**src/dhcprp_pkg.sv**
```systemverilog
`default_nettype none

package dhcprp_pkg;

  // input word: one payload byte or a restart command
  typedef struct packed {
    logic       req_type;
    logic [7:0] data_byte;
    logic       last_byte;
  } dhcp_in_t;

  // result word: event, client state and the captured addresses
  typedef struct packed {
    logic [1:0]  event_res;
    logic [1:0]  client_state;
    logic [31:0] offered_ip;
    logic [31:0] net_mask;
    logic [31:0] router_addr;
    logic [31:0] dns_addr;
    logic [31:0] time_addr;
    logic [31:0] server_addr;
  } dhcp_out_t;

  // request kinds
  localparam logic ReqByte    = 1'b0;
  localparam logic ReqRestart = 1'b1;

  // result event codes
  localparam logic [1:0] EvIgnored = 2'd0;
  localparam logic [1:0] EvOffer   = 2'd1;
  localparam logic [1:0] EvAck     = 2'd2;
  localparam logic [1:0] EvRestart = 2'd3;

  // client state codes as reported
  localparam logic [1:0] CsClosed  = 2'd0;
  localparam logic [1:0] CsDisc    = 2'd1;
  localparam logic [1:0] CsReq     = 2'd2;
  localparam logic [1:0] CsAcked   = 2'd3;

  // configuration register indexes
  localparam logic [1:0] CfgXid     = 2'd0;
  localparam logic [1:0] CfgMac     = 2'd1;
  localparam logic [1:0] CfgTimeOpt = 2'd2;

  // header constants
  localparam logic [7:0] OpBootReply = 8'd2;
  localparam logic [7:0] HtypeEth    = 8'd1;
  localparam logic [7:0] HlenEth     = 8'd6;
  localparam logic [7:0] CookieByte [4] = '{8'h63, 8'h82, 8'h53, 8'h63};

  // option codes
  localparam logic [7:0] OptPad     = 8'd0;
  localparam logic [7:0] OptMask    = 8'd1;
  localparam logic [7:0] OptRouter  = 8'd3;
  localparam logic [7:0] OptDns     = 8'd6;
  localparam logic [7:0] OptMsgType = 8'd53;
  localparam logic [7:0] OptServer  = 8'd54;
  localparam logic [7:0] OptEnd     = 8'hff;
  localparam logic [7:0] OptTimeRst = 8'd42;
  localparam logic [7:0] AddrLen    = 8'd4;
  localparam logic [7:0] TypeLen    = 8'd1;

  // message types
  localparam logic [7:0] MsgOffer = 8'd2;
  localparam logic [7:0] MsgAck   = 8'd5;

  typedef enum logic [3:0] {
    PhClosed = 4'b0001,
    PhDisc   = 4'b0010,
    PhReq    = 4'b0100,
    PhAcked  = 4'b1000
  } phase_e;

  typedef enum logic [3:0] {
    TmNone    = 4'b0001,
    TmOffer   = 4'b0010,
    TmAck     = 4'b0100,
    TmPending = 4'b1000
  } type_match_e;

  typedef enum logic [3:0] {
    OpCode  = 4'b0001,
    OpLen   = 4'b0010,
    OpValue = 4'b0100,
    OpEnd   = 4'b1000
  } opt_phase_e;

endpackage

`default_nettype wire

```
**src/dhcp_reply_parser.sv**
```systemverilog
`default_nettype none

// DHCP client reply parser. A word is either one byte of a DHCP reply (starting at
// the op field) or a restart command. The header is checked at its standard offsets
// (op, htype, hlen, xid, nonzero yiaddr, chaddr, magic cookie) and the first option
// must be message type. While discovering, an offer walks its options up to END and
// captures yiaddr plus the four-byte subnet mask, router, DNS, time server and server
// id options, then the client goes to requesting; while requesting, an ack moves it to
// acknowledged. A result word comes out for every final byte and every restart, none
// for other bytes. Throughput is one word per clock while the output is not stalled:
// each byte is handled by one pass of compare and shift logic between the input
// register and the result register. in_stall_o follows out_stall_i in the same
// cycle while both registers are full. Configuration writes are always ready and
// must only happen while the block is idle.
module dhcp_reply_parser #(
  parameter int unsigned MaxMessageBytes = 1024
) (
  input  wire                   clk_i,
  input  wire                   rst_ni,
  input  wire                   in_valid_i,
  output logic                  in_stall_o,
  input  dhcprp_pkg::dhcp_in_t  in_word_i,
  output logic                  out_valid_o,
  input  wire                   out_stall_i,
  output dhcprp_pkg::dhcp_out_t out_word_o,
  input  wire                   cfg_valid_i,
  output logic                  cfg_ready_o,
  input  wire [1:0]             cfg_index_i,
  input  wire [47:0]            cfg_data_i
);
  import dhcprp_pkg::*;

  // offset counter saturates at the message limit
  localparam int unsigned OffW = $clog2(MaxMessageBytes + 1);
  localparam logic [OffW-1:0] OffLimit = OffW'(MaxMessageBytes);

  // configuration registers
  logic [31:0] xid_q;
  logic [47:0] mac_q;
  logic [7:0]  time_code_q;

  // input register
  logic     s1_valid_q;
  dhcp_in_t s1_word_q;
  logic     advance;

  // result register
  logic      out_valid_q;
  dhcp_out_t out_word_q, res_word;
  logic      has_res;

  // parser state
  phase_e      phase_q, phase_d;
  logic [OffW-1:0] off_q, off_d;
  logic        hg_q, hg_d;
  type_match_e tm_q, tm_d, tm_new;
  opt_phase_e  op_q, op_d;
  logic [7:0]  code_q, code_d;
  logic [7:0]  left_q, left_d, left_new;
  logic [7:0]  len_q, len_d;
  logic [31:0] vs_q, vs_d, vs_new;
  logic [31:0] ip_q, ip_d;
  logic [31:0] mask_q, mask_d;
  logic [31:0] router_q, router_d;
  logic [31:0] dns_q, dns_d;
  logic [31:0] time_q, time_d;
  logic [31:0] server_q, server_d;

  logic [7:0]  b;
  logic        offer_walk;
  logic [1:0]  xid_sel;
  logic [2:0]  mac_sel;
  logic [1:0]  cookie_sel;
  logic [1:0]  ev;
  logic [1:0]  cs_code;

  // ---------------------------------------------------------------------------
  // configuration port
  // ---------------------------------------------------------------------------
  assign cfg_ready_o = 1'b1;

  always_ff @(posedge clk_i or negedge rst_ni) begin
    if (!rst_ni) begin
      xid_q       <= '0;
      mac_q       <= '0;
      time_code_q <= OptTimeRst;
    end else if (cfg_valid_i) begin
      unique case (cfg_index_i)
        CfgXid:     xid_q       <= cfg_data_i[31:0];
        CfgMac:     mac_q       <= cfg_data_i;
        CfgTimeOpt: time_code_q <= cfg_data_i[7:0];
        default:    ;  // writes beyond the register list are dropped
      endcase
    end
  end

  // ---------------------------------------------------------------------------
  // handshake: the input register moves on whenever the result register has room
  // ---------------------------------------------------------------------------
  assign advance     = s1_valid_q && (!out_valid_q || !out_stall_i);
  assign in_stall_o  = s1_valid_q && !advance;
  assign out_valid_o = out_valid_q;
  assign out_word_o  = out_word_q;

  always_ff @(posedge clk_i or negedge rst_ni) begin
    if (!rst_ni) begin
      s1_valid_q <= 1'b0;
    end else if (!in_stall_o) begin
      s1_valid_q <= in_valid_i;
    end
  end

  always_ff @(posedge clk_i) begin
    if (in_valid_i && !in_stall_o) begin
      s1_word_q <= in_word_i;
    end
  end

  // ---------------------------------------------------------------------------
  // byte step: header checks, type option and option walk
  // ---------------------------------------------------------------------------
  assign b          = s1_word_q.data_byte;
  assign offer_walk = hg_q && (tm_q == TmOffer) && (phase_q == PhDisc);
  assign xid_sel    = 2'd3 - off_q[1:0];           // xid is big-endian
  assign mac_sel    = 3'(off_q - OffW'(28));
  assign cookie_sel = 2'(off_q - OffW'(236));
  assign vs_new     = {b, vs_q[31:8]};               // first byte ends up lowest
  assign left_new   = left_q - 8'd1;

  always_comb begin
    tm_new = tm_q;
    if (tm_q == TmPending) begin
      if (b == MsgOffer)    tm_new = TmOffer;
      else if (b == MsgAck) tm_new = TmAck;
      else                  tm_new = TmNone;
    end
  end

  always_comb begin
    phase_d  = phase_q;
    off_d    = off_q;
    hg_d     = hg_q;
    tm_d     = tm_q;
    op_d     = op_q;
    code_d   = code_q;
    left_d   = left_q;
    len_d    = len_q;
    vs_d     = vs_q;
    ip_d     = ip_q;
    mask_d   = mask_q;
    router_d = router_q;
    dns_d    = dns_q;
    time_d   = time_q;
    server_d = server_q;
    has_res  = 1'b0;
    ev       = EvIgnored;

    if (s1_word_q.req_type == ReqRestart) begin
      phase_d  = PhDisc;
      ip_d     = '0;
      mask_d   = '0;
      router_d = '0;
      dns_d    = '0;
      time_d   = '0;
      server_d = '0;
      has_res  = 1'b1;
      ev       = EvRestart;
    end else begin
      if (off_q < OffLimit) begin
        off_d = off_q + OffW'(1);
        if (off_q == OffW'(0)) begin
          if (b != OpBootReply) hg_d = 1'b0;
        end else if (off_q == OffW'(1)) begin
          if (b != HtypeEth) hg_d = 1'b0;
        end else if (off_q == OffW'(2)) begin
          if (b != HlenEth) hg_d = 1'b0;
        end else if (off_q >= OffW'(4) && off_q <= OffW'(7)) begin
          if (b != xid_q[{xid_sel, 3'b000} +: 8]) hg_d = 1'b0;
        end else if (off_q >= OffW'(16) && off_q <= OffW'(19)) begin
          // yiaddr collects in the shift register until the type option
          vs_d = vs_new;
          if (off_q == OffW'(19) && vs_new == '0) hg_d = 1'b0;
        end else if (off_q >= OffW'(28) && off_q <= OffW'(33)) begin
          if (b != mac_q[{mac_sel, 3'b000} +: 8]) hg_d = 1'b0;
        end else if (off_q >= OffW'(236) && off_q <= OffW'(239)) begin
          if (b != CookieByte[cookie_sel]) hg_d = 1'b0;
        end else if (off_q == OffW'(240)) begin
          tm_d = (b == OptMsgType) ? TmPending : TmNone;
        end else if (off_q == OffW'(241)) begin
          if (b != TypeLen) tm_d = TmNone;
        end else if (off_q == OffW'(242)) begin
          tm_d = tm_new;
          if (hg_q && tm_new == TmOffer && phase_q == PhDisc) ip_d = vs_q;
        end else if (off_q > OffW'(242) && offer_walk) begin
          unique case (op_q)
            OpCode: begin
              if (b == OptEnd) begin
                op_d = OpEnd;
              end else if (b != OptPad) begin
                code_d = b;
                op_d   = OpLen;
              end
            end
            OpLen: begin
              len_d  = b;
              left_d = b;
              vs_d   = '0;
              op_d   = (b == 8'd0) ? OpCode : OpValue;
            end
            OpValue: begin
              vs_d   = vs_new;
              left_d = left_new;
              if (left_new == 8'd0) begin
                op_d = OpCode;
                // only four-byte values are kept; colliding codes fill every match
                if (len_q == AddrLen) begin
                  if (code_q == OptMask)     mask_d   = vs_new;
                  if (code_q == OptRouter)   router_d = vs_new;
                  if (code_q == OptDns)      dns_d    = vs_new;
                  if (code_q == time_code_q) time_d   = vs_new;
                  if (code_q == OptServer)   server_d = vs_new;
                end
              end
            end
            OpEnd:   ;
            default: ;
          endcase
        end
      end

      if (s1_word_q.last_byte) begin
        has_res = 1'b1;
        if (hg_d && tm_d == TmOffer && phase_q == PhDisc) begin
          phase_d = PhReq;
          ev      = EvOffer;
        end else if (hg_d && tm_d == TmAck && phase_q == PhReq) begin
          phase_d = PhAcked;
          ev      = EvAck;
        end
      end
    end

    // a restart or the end of a message starts the next message fresh
    if (s1_word_q.req_type == ReqRestart || s1_word_q.last_byte) begin
      off_d  = '0;
      hg_d   = 1'b1;
      tm_d   = TmNone;
      op_d   = OpCode;
      code_d = '0;
      left_d = '0;
      len_d  = '0;
      vs_d   = '0;
    end
  end

  // reported client state
  always_comb begin
    unique case (phase_d)
      PhClosed: cs_code = CsClosed;
      PhDisc:   cs_code = CsDisc;
      PhReq:    cs_code = CsReq;
      PhAcked:  cs_code = CsAcked;
      default:  cs_code = CsClosed;
    endcase
  end

  always_comb begin
    res_word.event_res    = ev;
    res_word.client_state = cs_code;
    res_word.offered_ip   = ip_d;
    res_word.net_mask     = mask_d;
    res_word.router_addr  = router_d;
    res_word.dns_addr     = dns_d;
    res_word.time_addr    = time_d;
    res_word.server_addr  = server_d;
  end

  // ---------------------------------------------------------------------------
  // state and result registers
  // ---------------------------------------------------------------------------
  always_ff @(posedge clk_i or negedge rst_ni) begin
    if (!rst_ni) begin
      phase_q  <= PhClosed;
      off_q    <= '0;
      hg_q     <= 1'b1;
      tm_q     <= TmNone;
      op_q     <= OpCode;
      code_q   <= '0;
      left_q   <= '0;
      len_q    <= '0;
      vs_q     <= '0;
      ip_q     <= '0;
      mask_q   <= '0;
      router_q <= '0;
      dns_q    <= '0;
      time_q   <= '0;
      server_q <= '0;
    end else if (advance) begin
      phase_q  <= phase_d;
      off_q    <= off_d;
      hg_q     <= hg_d;
      tm_q     <= tm_d;
      op_q     <= op_d;
      code_q   <= code_d;
      left_q   <= left_d;
      len_q    <= len_d;
      vs_q     <= vs_d;
      ip_q     <= ip_d;
      mask_q   <= mask_d;
      router_q <= router_d;
      dns_q    <= dns_d;
      time_q   <= time_d;
      server_q <= server_d;
    end
  end

  always_ff @(posedge clk_i or negedge rst_ni) begin
    if (!rst_ni) begin
      out_valid_q <= 1'b0;
    end else if (advance && has_res) begin
      out_valid_q <= 1'b1;
    end else if (!out_stall_i) begin
      out_valid_q <= 1'b0;
    end
  end

  always_ff @(posedge clk_i) begin
    if (advance && has_res) begin
      out_word_q <= res_word;
    end
  end

endmodule

`default_nettype wire
```
**config.mk**
```make
export PLATFORM = sky130hd
export DESIGN_NAME = dhcp_reply_parser
export DESIGN_NICKNAME = d
export VERILOG_FILES = /design/src/dhcprp_pkg.sv /design/src/dhcp_reply_parser.sv
export SDC_FILE = /design/constraint.sdc
export NUM_CORES = 1
export LEC_CHECK = 0
export BUFFER_PORTS_ARGS = -buffer_cell sky130_fd_sc_hd__buf_2
export CAP_MARGIN = 15
export CORE_MARGIN = 1
export CORE_UTILIZATION = 50
export CTS_CLUSTER_SIZE = 25
export DETAILED_ROUTE_END_ITERATION = 16
export PLACE_DENSITY = 0.69
export RECOVER_POWER = 50
export SETUP_SLACK_MARGIN = 0.02
export SYNTH_ARGS = -nofsm -noshare
export SYNTH_HDL_FRONTEND = slang
export SYNTH_SLANG_ARGS = --single-unit
```
**constraint.sdc**
```tcl
create_clock -name clk_i -period 11.2 [get_ports clk_i]
set_input_delay 2.24 -clock clk_i [delete_from_list [all_inputs] [get_ports clk_i]]
set_output_delay 2.24 -clock clk_i [all_outputs]
set_load 0.005 [all_outputs]
```
==> reports/summary.txt <==
================================================================================
Worst slew pin tran                                                      5.08 ns
Overall power consumption                                                5.05 mW
Initial Utilization                                                        0.506
Total setup buffers inserted after CTS                                         0
Detailed router's first-iteration violation count                           1997
Average wire per cell in the routed design                          20.3 microns
Maximum net fanout on the critical path                                      100
Fraction of registers with async set/reset                                 0.637
Worst slew slack as a fraction of its limit                                -2.38
Finished Core Util                                                         0.578
Total Routing Usage GR                                                     0.252
Chip width                                                           230 microns
Vias in the first global route                                             18400
Run status                                                          finished with violations
Die height                                                           230 microns
Sort of element at the end of the critical path                         register
Maximum resistive drop on vdd                                             154 uV
Clock tree skew after final layout                                     0.0102 ns
Post-Synthesis Mean Instance Area                                     10.6 sq um
WS Path Type                                                        primary input to register
Number of distinct library cells after synthesis                              70
Half-perimeter wire length after placement                          41700 microns
Routed Antenna Nets                                                            0
Gpl congestion                                                             0.911
Worst Path Arrival                                                       7.79 ns
Buffer depth of the longest clock path                                         3
Portion of the post-synthesis area used by sequential elements             0.589
CP Launch Point                                                      out_stall_i
Non-filler instance count after layout                                      3314
Fraction of post-synthesis cell area in the top cell type by area          0.343
Fraction of the cycle the final worst path needs                           0.647
# nets final                                                                2655
Clock transition at the registers of the reported paths                  0.06 ns
Synth top area cells                                                sky130_fd_sc_hd__dfrtp_1, sky130_fd_sc_hd__edfxtp_1, sky130_fd_sc_hd__nand2_1
Detailed-route via count                                                   19300
Yosys Warn Count                                                               0
Cell area after synthesis                                            25900 sq um
Max Cap Viol                                                                   7
Kind of start point of the critical path                            primary input
Flip-flop count of the largest register after layout                         196
Reg-to-Reg Start                                                     out_valid_o
Number of hold violations in the final report                                  0
Main synth FF type                                                  sky130_fd_sc_hd__dfrtp_1
Global-route wire length before repair                              104000 microns
Count of buffers from port buffering                                         262
Total of flip-flops plus latches after synthesis                             568
Placed cells                                                                3202
Ports                                                                        264
Hold Path Origin                                                         vs_q[2]
Total detailed-routing wirelength                                   67300 microns
Hold-fix buffers at CTS                                                        0
Synthesized instance count                                                  2440
Share of post-route cells with drive strength above 1                      0.192
Via-to-Cell Ratio                                                           5.83
Number of nets in the synthesized netlist                                   2511
Violated checks                                                     capacitance limit, slew limit
Hold Path Class                                                     register to register
Total negative slack for setup checks                                       0 ns
Clock root buffer master                                            sky130_fd_sc_hd__clkbuf_16
Dominant cell by count in the synthesized netlist                   sky130_fd_sc_hd__nand2_1
Area added between synthesis and finish                                    14.3%
DRC                                                                            0
Number of enable flip-flop cells after synthesis                             206
Clock tree sinks                                                             568
TritonRoute pass-1 iters                                                       6
Clock latency reported for the late side of the worst-skew pair          0.63 ns
Max Slew Vio Count                                                           418
Clock buffer count from CTS                                                   57
Ratio of total power to cell area                                    170 nW/um^2
Leak                                                                     11.8 nW
Max Fclk                                                                 138 MHz
RSZ-0062 raised after global routing                                       false
Site row count                                                                83
Biggest area consumer among synthesized cells                       sky130_fd_sc_hd__dfrtp_1
Critical path data required time                                        11.74 ns
Total congestion overflow after global routing                                 0
Clock period minus worst slack                                           7.25 ns
Floorplan core area                                                  51200 sq um
Full die area                                                        52700 sq um
Count of cells resized by post-cts repair                                      0
Count of final setup violators                                                 0
Antenna violations before repair                                               1
CTS tree                                                                    done
Htree depth                                                                    2
Maximum number of pins on one net before global-route repair                 196
Top post-synthesis cells by count                                   sky130_fd_sc_hd__nand2_1, sky130_fd_sc_hd__dfrtp_1, sky130_fd_sc_hd__edfxtp_1, sky130_fd_sc_hd__clkbuf_1, sky130_fd_sc_hd__o21ai_0
================================================================================
[routing by layer]
metal  track usage  wire (microns)  up-vias
met5             0               0        -
met4         0.100            2540        0
met2         0.408           32700      720
met3        0.0457            4630      139
met1         0.335           27400     9500
li1              -               -     8951
[kinds of logic (layout without fill, tap and decap cells)]
group / Yosys count / count (layout) / synth area share
compound gates: 557 / 557 / 0.132
xor+xnor: 30 / 30 / 0.0101
fa+ha+maj: 6 / 6 / 0.00290
buf+inv: 229 / 422 / 0.0361
flops: 568 / 568 / 0.589
mux: 198 / 198 / 0.0888
other cells: 1 / 2 / 0.000145
simple gates: 851 / 851 / 0.141
[power breakdown]
| group | internal, mW | switching (mW) |
|---|---|---|
| Sequential | 2.31 | 0.0802 |
| Clock | 1.30 | 0.855 |
| Combinational | 0.200 | 0.306 |
| Total | 3.80 | 1.24 |
[through the flow]
stage	hold WS, ns	area, sq um	setup slack [ns]
6_report	0.471	29600	3.95
5_1_grt	0.502	29600	3.58
4_1_cts	0.475	29600	6.34
3_5_place_dp	0.461	27500	5.79
2_1_floorplan	0.438	25900	2.88
3_3_place_gp	0.453	27500	5.91
[critical path, stage by stage]
cell	delay, ns
sky130_fd_sc_hd__clkbuf_1	0.10
sky130_fd_sc_hd__nand2_1	0.13
sky130_fd_sc_hd__nand2_4	0.10
sky130_fd_sc_hd__clkbuf_1	2.92
sky130_fd_sc_hd__buf_4	1.11
sky130_fd_sc_hd__buf_4	0.82
sky130_fd_sc_hd__nand2_1	0.13
sky130_fd_sc_hd__o21ai_0	0.12
[layout by cell type, fill, tap and decap left out, drive strengths merged, types with 6 or more instances in the layout]
cell type	count
xnor2	26
dfstp	7
nor2	123
nand2	555
or3	6
buf	245
nor4	15
nor4b	6
a22oi	134
a31oi	8
mux2i	69
inv	19
nand3	53
and2	14
clkinvlp	10
clkbuf	118
a21oi	147
ha	6
dfrtp	355
nand3b	9
edfxtp	206
o21ai	166
nand4	14
mux2	115
bufinv	13
and3	8
nor3	25
clkinv	17
o31ai	67
mux4	14
[final timing paths]
check,end,slack [ns],cells after the start
setup / recovery,server_q[14],3.95,8
max in group asynchronous,server_q[25],4.75,2
setup reg to reg,server_q[14],5.28,7
hold / removal,vs_q[2],0.47,2
min in group asynchronous,xid_q[16],3.44,1
hold reg to reg,vs_q[2],0.47,2
[cell type report]
cell class	instances	area, sq um
clock inverter	42	599
multi-input combinational	1643	9750
fill	4223	21600
inverter	17	63.8
antenna	1	2.50
timing repair buffer	297	1540
sequential	568	15300
tap	680	851
clock buffer	66	1540
Note: power is estimated with default switching activity, not from simulation.
